[config.mk]
export PLATFORM = sky130hd
export DESIGN_NAME = colon_field_message_parser
export DESIGN_NICKNAME = d
export VERILOG_FILES = /design/src/design/cfp_pkg.sv /design/src/design/cfp_cfg.sv /design/src/design/cfp_parse.sv /design/src/design/colon_field_message_parser.sv
export SDC_FILE = /design/constraint.sdc
export NUM_CORES = 1
export LEC_CHECK = 0
export BUFFER_PORTS_ARGS = -buffer_cell sky130_fd_sc_hd__buf_2
export CORE_UTILIZATION = 45
export CTS_BUF_LIST = sky130_fd_sc_hd__clkbuf_16
export CTS_CLUSTER_DIAMETER = 40
export DETAILED_ROUTE_END_ITERATION = 12
export GPL_TIMING_DRIVEN = 0
export PLACE_DENSITY = 0.7
export SLEW_MARGIN = 5
export SYNTH_ARGS = -nofsm -noshare
export SYNTH_HDL_FRONTEND = slang
export SYNTH_SLANG_ARGS = --single-unit
[constraint.sdc]
create_clock -name aclk -period 4.89 [get_ports aclk]
set_clock_uncertainty 0.05 [all_clocks]
set_input_delay 0.2445 -clock aclk [delete_from_list [all_inputs] [get_ports aclk]]
set_output_delay 0.2445 -clock aclk [all_outputs]
set_load 0.1 [all_outputs]
[src/design/cfp_pkg.sv]
// Shared types and constants for the colon field message parser.
// No dependencies; used by cfp_cfg, cfp_parse and the top level.
`default_nettype none

package cfp_pkg;

    localparam int NUM_REGS = 8;
    localparam int ADDR_W   = 5;

    localparam logic [7:0] COLON_CHAR         = 8'd58;
    localparam logic [7:0] DIGIT_ZERO         = 8'd48;
    localparam logic [7:0] DIGIT_NINE         = 8'd57;
    localparam logic [4:0] PAYLOAD_OPEN_COUNT = 5'd7;
    localparam logic [3:0] LENGTH_FIELD       = 4'd5;
    localparam logic [3:0] PAYLOAD_FIELD      = 4'd6;
    localparam logic [3:0] HOPS_FIELD         = 4'd7;

    // register indexes, byte address = 4 * index
    typedef enum logic [2:0] {
        REG_SENDER      = 3'd0,
        REG_RECEIVER    = 3'd1,
        REG_REQUEST     = 3'd2,
        REG_TOPIC       = 3'd3,
        REG_CHAPTER     = 3'd4,
        REG_LENGTH_TEXT = 3'd5,
        REG_HOPS        = 3'd6,
        REG_CHECK       = 3'd7
    } reg_idx_t;

    typedef logic [NUM_REGS-1:0][7:0] cfg_regs_t;

    localparam cfg_regs_t REG_RESET = {8'd8, 8'd4, 8'd4, 8'd16, 8'd16, 8'd16, 8'd16, 8'd16};

    typedef struct packed {
        logic       message_done;
        logic       payload_start;
        logic [7:0] payload_len;
        logic [7:0] byte_out;
        logic [7:0] position;
        logic [3:0] field_index;
        logic       end_strobe;
        logic       store_strobe;
        logic       link_out;
    } result_t;

endpackage

`default_nettype wire

[src/design/cfp_cfg.sv]
// APB-style configuration registers: per-field highest write positions.
// Depends on cfp_pkg.
`default_nettype none

module cfp_cfg (
    input  wire logic                        aclk,
    input  wire logic                        aresetn,
    input  wire logic                        psel,
    input  wire logic                        penable,
    input  wire logic                        pwrite,
    input  wire logic [cfp_pkg::ADDR_W-1:0]  paddr,
    input  wire logic [31:0]                 pwdata,
    output logic      [31:0]                 prdata,
    output logic                             pready,
    output cfp_pkg::cfg_regs_t               cfg_regs
);

    cfp_pkg::cfg_regs_t regs_reg;
    logic [2:0]         idx;
    logic               wr_en;

    assign idx    = paddr[cfp_pkg::ADDR_W-1:2];
    assign pready = 1'b1;
    assign wr_en  = psel && penable && pwrite && pready;

    always_ff @(posedge aclk) begin
        if (!aresetn) begin
            regs_reg <= cfp_pkg::REG_RESET;
        end else if (wr_en) begin
            regs_reg[idx] <= pwdata[7:0];
        end
    end

    assign prdata   = {24'd0, regs_reg[idx]};
    assign cfg_regs = regs_reg;

endmodule

`default_nettype wire

[src/design/cfp_parse.sv]
// Per-port parse state and the combinational step that turns one byte into a result.
// Depends on cfp_pkg.
`default_nettype none

module cfp_parse #(
    parameter int PAYLOAD_MAX = 255,
    parameter int FIELD_COUNT = 9,
    parameter int PORTS       = 2
) (
    input  wire logic               aclk,
    input  wire logic               aresetn,
    input  wire logic               step_en,
    input  wire logic [7:0]         ch,
    input  wire logic               link,
    input  wire cfp_pkg::cfg_regs_t cfg_regs,
    output logic                    port_ok,
    output cfp_pkg::result_t        res
);

    logic [3:0] fc_reg  [PORTS];
    logic [7:0] cp_reg  [PORTS];
    logic       inp_reg [PORTS];
    logic [7:0] acc_reg [PORTS];

    logic [3:0]  fc;
    logic [7:0]  cp;
    logic        inp;
    logic [7:0]  acc;
    logic [4:0]  fc_next;
    logic [7:0]  cp_next;
    logic        inp_next;
    logic [7:0]  acc_next;
    logic [3:0]  f;
    logic [11:0] dec;

    function automatic logic [7:0] limit_of(input logic [3:0] fld,
                                            input cfp_pkg::cfg_regs_t r);
        logic [7:0] lim;
        if (fld <= cfp_pkg::LENGTH_FIELD) lim = r[fld[2:0]];
        else if (fld == cfp_pkg::PAYLOAD_FIELD) lim = 8'd0;
        else if (fld == cfp_pkg::HOPS_FIELD) lim = r[cfp_pkg::REG_HOPS];
        else lim = r[cfp_pkg::REG_CHECK];
        return lim;
    endfunction

    assign port_ok = (32'(link) < PORTS);

    always_comb begin
        fc  = fc_reg[link];
        cp  = cp_reg[link];
        inp = inp_reg[link];
        acc = (32'(acc_reg[link]) > PAYLOAD_MAX) ? 8'(PAYLOAD_MAX) : acc_reg[link];

        fc_next  = {1'b0, fc};
        cp_next  = cp;
        inp_next = inp;
        acc_next = acc;
        f        = fc - 4'd1;
        dec      = 12'({4'd0, acc} * 12'd10) + 12'({4'd0, ch - cfp_pkg::DIGIT_ZERO});
        res      = '0;
        res.link_out = link;

        if (inp) begin
            res.field_index = cfp_pkg::PAYLOAD_FIELD;
            res.position    = cp;
            if (cp < acc) begin
                res.store_strobe = 1'b1;
                res.byte_out     = ch;
                cp_next          = cp + 8'd1;
            end else begin
                res.end_strobe = 1'b1;
                inp_next       = 1'b0;
                fc_next        = {1'b0, fc} + 5'd1;
                cp_next        = 8'd0;
            end
        end else if (ch == cfp_pkg::COLON_CHAR) begin
            if (fc != 4'd0) begin
                res.end_strobe  = 1'b1;
                res.field_index = f;
                res.position    = cp;
            end
            fc_next = {1'b0, fc} + 5'd1;
            cp_next = 8'd0;
            if (fc_next == 5'({1'b0, cfp_pkg::LENGTH_FIELD}) + 5'd1) acc_next = 8'd0;
            if (fc_next == cfp_pkg::PAYLOAD_OPEN_COUNT) res.payload_start = 1'b1;
        end else if (fc != 4'd0) begin
            if (cp <= limit_of(f, cfg_regs)) begin
                res.store_strobe = 1'b1;
                res.field_index  = f;
                res.position     = cp;
                res.byte_out     = ch;
                cp_next          = cp + 8'd1;
                if (f == cfp_pkg::LENGTH_FIELD && ch >= cfp_pkg::DIGIT_ZERO
                    && ch <= cfp_pkg::DIGIT_NINE) begin
                    // decimal shift-in, clamped
                    acc_next = (32'(dec) > PAYLOAD_MAX) ? 8'(PAYLOAD_MAX) : dec[7:0];
                end
            end else begin
                // overlong entry: restart the field, drop the byte
                cp_next = 8'd0;
                if (f == cfp_pkg::LENGTH_FIELD) acc_next = 8'd0;
            end
        end

        if (32'(fc_next) > FIELD_COUNT) begin
            fc_next          = 5'd0;
            res.message_done = 1'b1;
        end
        if (res.payload_start) inp_next = 1'b1;
        res.payload_len = acc_next;
    end

    always_ff @(posedge aclk) begin
        if (!aresetn) begin
            for (int i = 0; i < PORTS; i++) begin
                fc_reg[i]  <= 4'd0;
                cp_reg[i]  <= 8'd0;
                inp_reg[i] <= 1'b0;
                acc_reg[i] <= 8'd0;
            end
        end else if (step_en && port_ok) begin
            fc_reg[link]  <= fc_next[3:0];
            cp_reg[link]  <= cp_next;
            inp_reg[link] <= inp_next;
            acc_reg[link] <= acc_next;
        end
    end

endmodule

`default_nettype wire

[src/design/colon_field_message_parser.sv]
// Top level of the colon field message parser: input register, parse step, result register.
// Depends on cfp_pkg, cfp_cfg and cfp_parse.
`default_nettype none

// Byte-stream parser for colon-separated messages on up to two receive ports,
// each with its own parse state. Send one byte per word on s_tdata with its
// port number on s_tuser; every byte from a present port yields exactly one
// result word (bytes tagged with a port at or above PORTS are dropped). The
// block takes one byte per clock while the result side is not stalled: a
// byte is captured in an input register, then one combinational step reads
// that port's state and loads the result register; throughput is one word
// per cycle, limited only by m_tready. Bytes before the first colon are ignored;
// each text field stores up to its configured highest position, and one byte
// past it restarts the field and is dropped. Field 5 holds the payload length
// in decimal (saturating at PAYLOAD_MAX); the colon opening field 6 raises
// payload_start, then exactly that many raw bytes are stored and the next byte
// writes the payload terminator. The colon after the last field raises
// message_done. Limits live at APB byte addresses 0x00..0x1C and must be
// written only while the block is idle. No clearing pass is needed after reset.
module colon_field_message_parser #(
    parameter int PAYLOAD_MAX = 255,
    parameter int FIELD_COUNT = 9,
    parameter int PORTS       = 2
) (
    input  wire logic                        aclk,
    input  wire logic                        aresetn,
    // input byte stream
    input  wire logic                        s_tvalid,
    output logic                             s_tready,
    input  wire logic [7:0]                  s_tdata,   // [7:0] rx_byte
    input  wire logic                        s_tuser,   // [0] link
    // result stream
    output logic                             m_tvalid,
    input  wire logic                        m_tready,
    // [0] store_strobe, [1] end_strobe, [5:2] field_index, [13:6] position,
    // [21:14] byte_out, [29:22] payload_len, [30] payload_start, [31] message_done
    output logic [31:0]                      m_tdata,
    output logic                             m_tuser,   // [0] link_out
    // configuration
    input  wire logic                        psel,
    input  wire logic                        penable,
    input  wire logic                        pwrite,
    input  wire logic [cfp_pkg::ADDR_W-1:0]  paddr,
    input  wire logic [31:0]                 pwdata,
    output logic      [31:0]                 prdata,
    output logic                             pready
);

    cfp_pkg::cfg_regs_t cfg_regs;
    cfp_pkg::result_t   step_res;
    cfp_pkg::result_t   out_res_reg;
    logic               port_ok;

    logic               in_valid_reg;
    logic [7:0]         in_byte_reg;
    logic               in_link_reg;
    logic               out_valid_reg;
    logic               advance;
    logic               consume;

    // result register frees up when empty or being taken
    assign advance  = !out_valid_reg || m_tready;
    assign consume  = in_valid_reg && advance;
    assign s_tready = !in_valid_reg || advance;

    cfp_cfg u_cfg (
        .aclk     (aclk),
        .aresetn  (aresetn),
        .psel     (psel),
        .penable  (penable),
        .pwrite   (pwrite),
        .paddr    (paddr),
        .pwdata   (pwdata),
        .prdata   (prdata),
        .pready   (pready),
        .cfg_regs (cfg_regs)
    );

    cfp_parse #(
        .PAYLOAD_MAX (PAYLOAD_MAX),
        .FIELD_COUNT (FIELD_COUNT),
        .PORTS       (PORTS)
    ) u_parse (
        .aclk     (aclk),
        .aresetn  (aresetn),
        .step_en  (consume),
        .ch       (in_byte_reg),
        .link     (in_link_reg),
        .cfg_regs (cfg_regs),
        .port_ok  (port_ok),
        .res      (step_res)
    );

    // control
    always_ff @(posedge aclk) begin
        if (!aresetn) begin
            in_valid_reg  <= 1'b0;
            out_valid_reg <= 1'b0;
        end else begin
            if (s_tready) in_valid_reg <= s_tvalid;
            if (advance) out_valid_reg <= in_valid_reg && port_ok;
        end
    end

    // payload
    always_ff @(posedge aclk) begin
        if (s_tready && s_tvalid) begin
            in_byte_reg <= s_tdata;
            in_link_reg <= s_tuser;
        end
        if (consume) out_res_reg <= step_res;
    end

    assign m_tvalid = out_valid_reg;
    assign m_tuser  = out_res_reg.link_out;
    assign m_tdata  = out_res_reg[31+1:1];

`ifndef SYNTHESIS
    // a result never both stores and terminates
    a_strobe_excl: assert property (@(posedge aclk) disable iff (!aresetn)
        m_tvalid |-> !(out_res_reg.store_strobe && out_res_reg.end_strobe))
        else $error("store and end strobe together");

    // finishing a message always writes the last field's terminator
    a_done_end: assert property (@(posedge aclk) disable iff (!aresetn)
        (m_tvalid && out_res_reg.message_done) |-> out_res_reg.end_strobe)
        else $error("message_done without terminator");

    // payload mode opens only on the colon that closes the length field
    a_pstart_len: assert property (@(posedge aclk) disable iff (!aresetn)
        (m_tvalid && out_res_reg.payload_start) |->
        (out_res_reg.end_strobe && out_res_reg.field_index == cfp_pkg::LENGTH_FIELD))
        else $error("payload_start off the length field");

    // raw payload stores stay below the decoded length
    a_payload_pos: assert property (@(posedge aclk) disable iff (!aresetn)
        (m_tvalid && out_res_reg.store_strobe
         && out_res_reg.field_index == cfp_pkg::PAYLOAD_FIELD) |->
        (out_res_reg.position < out_res_reg.payload_len))
        else $error("payload store past length");
`endif

endmodule

`default_nettype wire

==> impl_metrics.yaml <==
synth:
  yosys.cell_types.count: 73
  synth-async-reset-ratio: 0
  synth-seq-cells: 151
  synthCells: 840
  synth_edf_count: 82
  mappedNetlistArea_um2: 9020
  ys.flop_type: "edfxtp_1"
  yosysWarnings: 0
  synth-seq-area-share: 0.426
  syn_avg_cell_area_um2: 10.7
drt:
  drt_iter0_markers: 642
  wl_um: 22900
  wl_per_cell_um: 18.5
  drcViolationCount: 0
  drt_first_pass_iters: 5
  vias_per_cell: 5.64
  ant_nets: 0
  num_vias: 6971
grt:
  grt_pass1_vias: 6690
  grt_max_degree: 32
  overflow: 0
  grt_pass1_wl_um: 35600
  grt_usage: 0.230
  antenna_found_initial: 0
sta:
  setup_viol: 0
  hold_violations: 0
  setup_ws_ps: 238
  fin_setup_tns_ps: 0
  slew_viol_final: 0
  max-slew-margin-rel: 0.0620
  max_freq_mhz: 215
  max_slew.worst_pin.slew_ps: 1400
  rsz0062_at_grt: "no"
  min_period_ps: 4650
  period_share: 0.951
clocking:
  cts_buffer_depth: 2
  cts_tree: "done"
  insertion_delay_ps: 440
  cts.sinks: 151
  h-tree-depth: 4
  cts.clk_slew.worst_paths_ps: 70
  cts-buffers-inserted: 17
  clockRootBuffer: "clkbuf_16"
die:
  die_w_um: 144
  dieArea_um2: 20600
  boundaryPins: 121
  die_y_um: 144
  initial_core_util: 0.461
  rows: 51
  core_region_area_um2: 19600
placement:
  dpl.hpwl_um: 15900
  port_buffers: 57
  place_inst: 1186
  post-place-ws_ps: -1480
  routabilityCongestion: 0.851
critical_path:
  cp.arrival_ps: 4770
  cp-end-kind: "flip-flop"
  worstPathMaxFanout: 14
  worstPathRequired_ps: 5010
  rrSetupSlack_ps: 240
  critical_path_class: "reg2reg"
  startpoint_type: "flip-flop"
layout:
  largest_reg_flops: 64
  finalCoreUtilization: 0.544
  layout.nets: 1059
  multiInputGateArea_um2: 4880
  seqCellArea_um2: 3840
  diodes: 0
  n_fill_cell: 1691
  drive_gt1_frac: 0.203
  final_cells: 1237
  syn_to_final_growth_pct: 18.2
power_and_ir_drop:
  totalPowerFinal_uw: 3710
  power_leakage_uw: 0.00431
  worst_ir_drop_vdd_mv: 0.250
  power.density_nw_per_um2: 348
min_path:
  hold_path.class: "in2reg"
run:
  maxCapViolations: 0
run_status:
  run_status: "finished clean"
-- worst max-delay path: stages, from the launching register on --
cell and delay [ps]:
dfxtp_2 360, buf_12 150, buf_8 170, clkbuf_8 200, mux2_2 410, ha_1 360, ha_1 310, a21o_1 190
a21oi_1 180, xnor2_1 90, ha_1 350, nand2_1 90, or2_2 270, o311a_1 330, nor3_4 270, nand4_1 170
a32oi_2 330, nor2_1 80
-- cells in the final DEF (no fill, tap or decap), types with 19 or more instances in the layout --
cell type / instances
nor2b_1: 71
buf_2: 58
nand3_1: 19
clkbuf_1: 25
o21ai_0: 23
nand2_1: 56
ha_1: 44
buf_4: 38
mux2i_1: 89
nor2_1: 64
a21oi_1: 32
conb_1: 25
inv_1: 33
edfxtp_1: 82
clkbuf_16: 20
dfxtp_1: 68
mux4_2: 21
-- worst paths after layout --
check	endpoint	from	cells past startpoint
min	in_valid_reg	s_tvalid	3
min reg2reg	u_cfg.cfg_regs[20]	u_cfg.cfg_regs[20]	2
max reg2reg	u_parse.acc_reg[0][6]	flip-flop	17
max	u_parse.acc_reg[0][6]	flip-flop	17
-- power by group --
part	internal, µW	leakage (µW)	switching (µW)
combinational	292	0.00263	651
clock	797	0.000303	558
sequential	1390	0.00138	22.8
-- through the flow --
step / hold WS, ps / cell area (µm²)
detailed placement: 373 / 9760
floorplan: 293 / 9120
CTS: 11.0 / 10600
finish: 14.6 / 10700
global route: 49.6 / 10700
global placement: 373 / 9740
-- repair_timing --
item,4_1_cts,5_1_grt
setup buffers,6,6
gates resized for setup,23,10
endpoints found under the hold margin,10,0
hold buffers,9,0
pin swaps,4,4
setup endpoints to repair,61,47
-- layer usage --
metal / GRT usage / part of all wire / up-vias
li1: - / - / 3261
met1: 0.285 / 0.42 / 3395
met2: 0.393 / 0.50 / 256
met3: 0.0353 / 0.049 / 59
met4: 0.105 / 0.029 / 0
met5: 0 / 0 / -
-- synth_stat cells, drive strengths merged, types with 26 or more instances --
library cell  number  share of area
a21oi             34          0.019
ha                44          0.061
clkbuf            29          0.012
nor2              64          0.027
dfxtp             69           0.15
nand2             59          0.025
inv               32          0.013
nor2b             72          0.050
mux4              26          0.067
mux2i             93           0.11
buf               37          0.029
edfxtp            82           0.27
-- layout make-up --
type | instances | area share
multi-input combinational | 614 | 0.458
inverter | 32 | 0.0113
clock buffer | 20 | 0.0469
timing repair buffer | 79 | 0.0455
sequential | 151 | 0.361
clock inverter | 11 | 0.00997
tap | 265 | 0.0311
buffer | 65 | 0.0367
-- cell families (layout without fill, tap and decap cells) --
kind of cell / count (synthesis) / count (layout) / share of synthesized area
buffers and inverters: 98 / 207 / 0.0541
xor gates and xnor gates: 11 / 11 / 0.0115
other: 2 / 25 / 0.000832
adders and majority gates: 46 / 46 / 0.0654
AOI/OAI and AO/OA: 131 / 131 / 0.0986
and+or+nand+nor: 268 / 268 / 0.154
muxes: 133 / 133 / 0.190
DFF: 151 / 151 / 0.426
No activity file was read; power rests on OpenSTA's default activity.
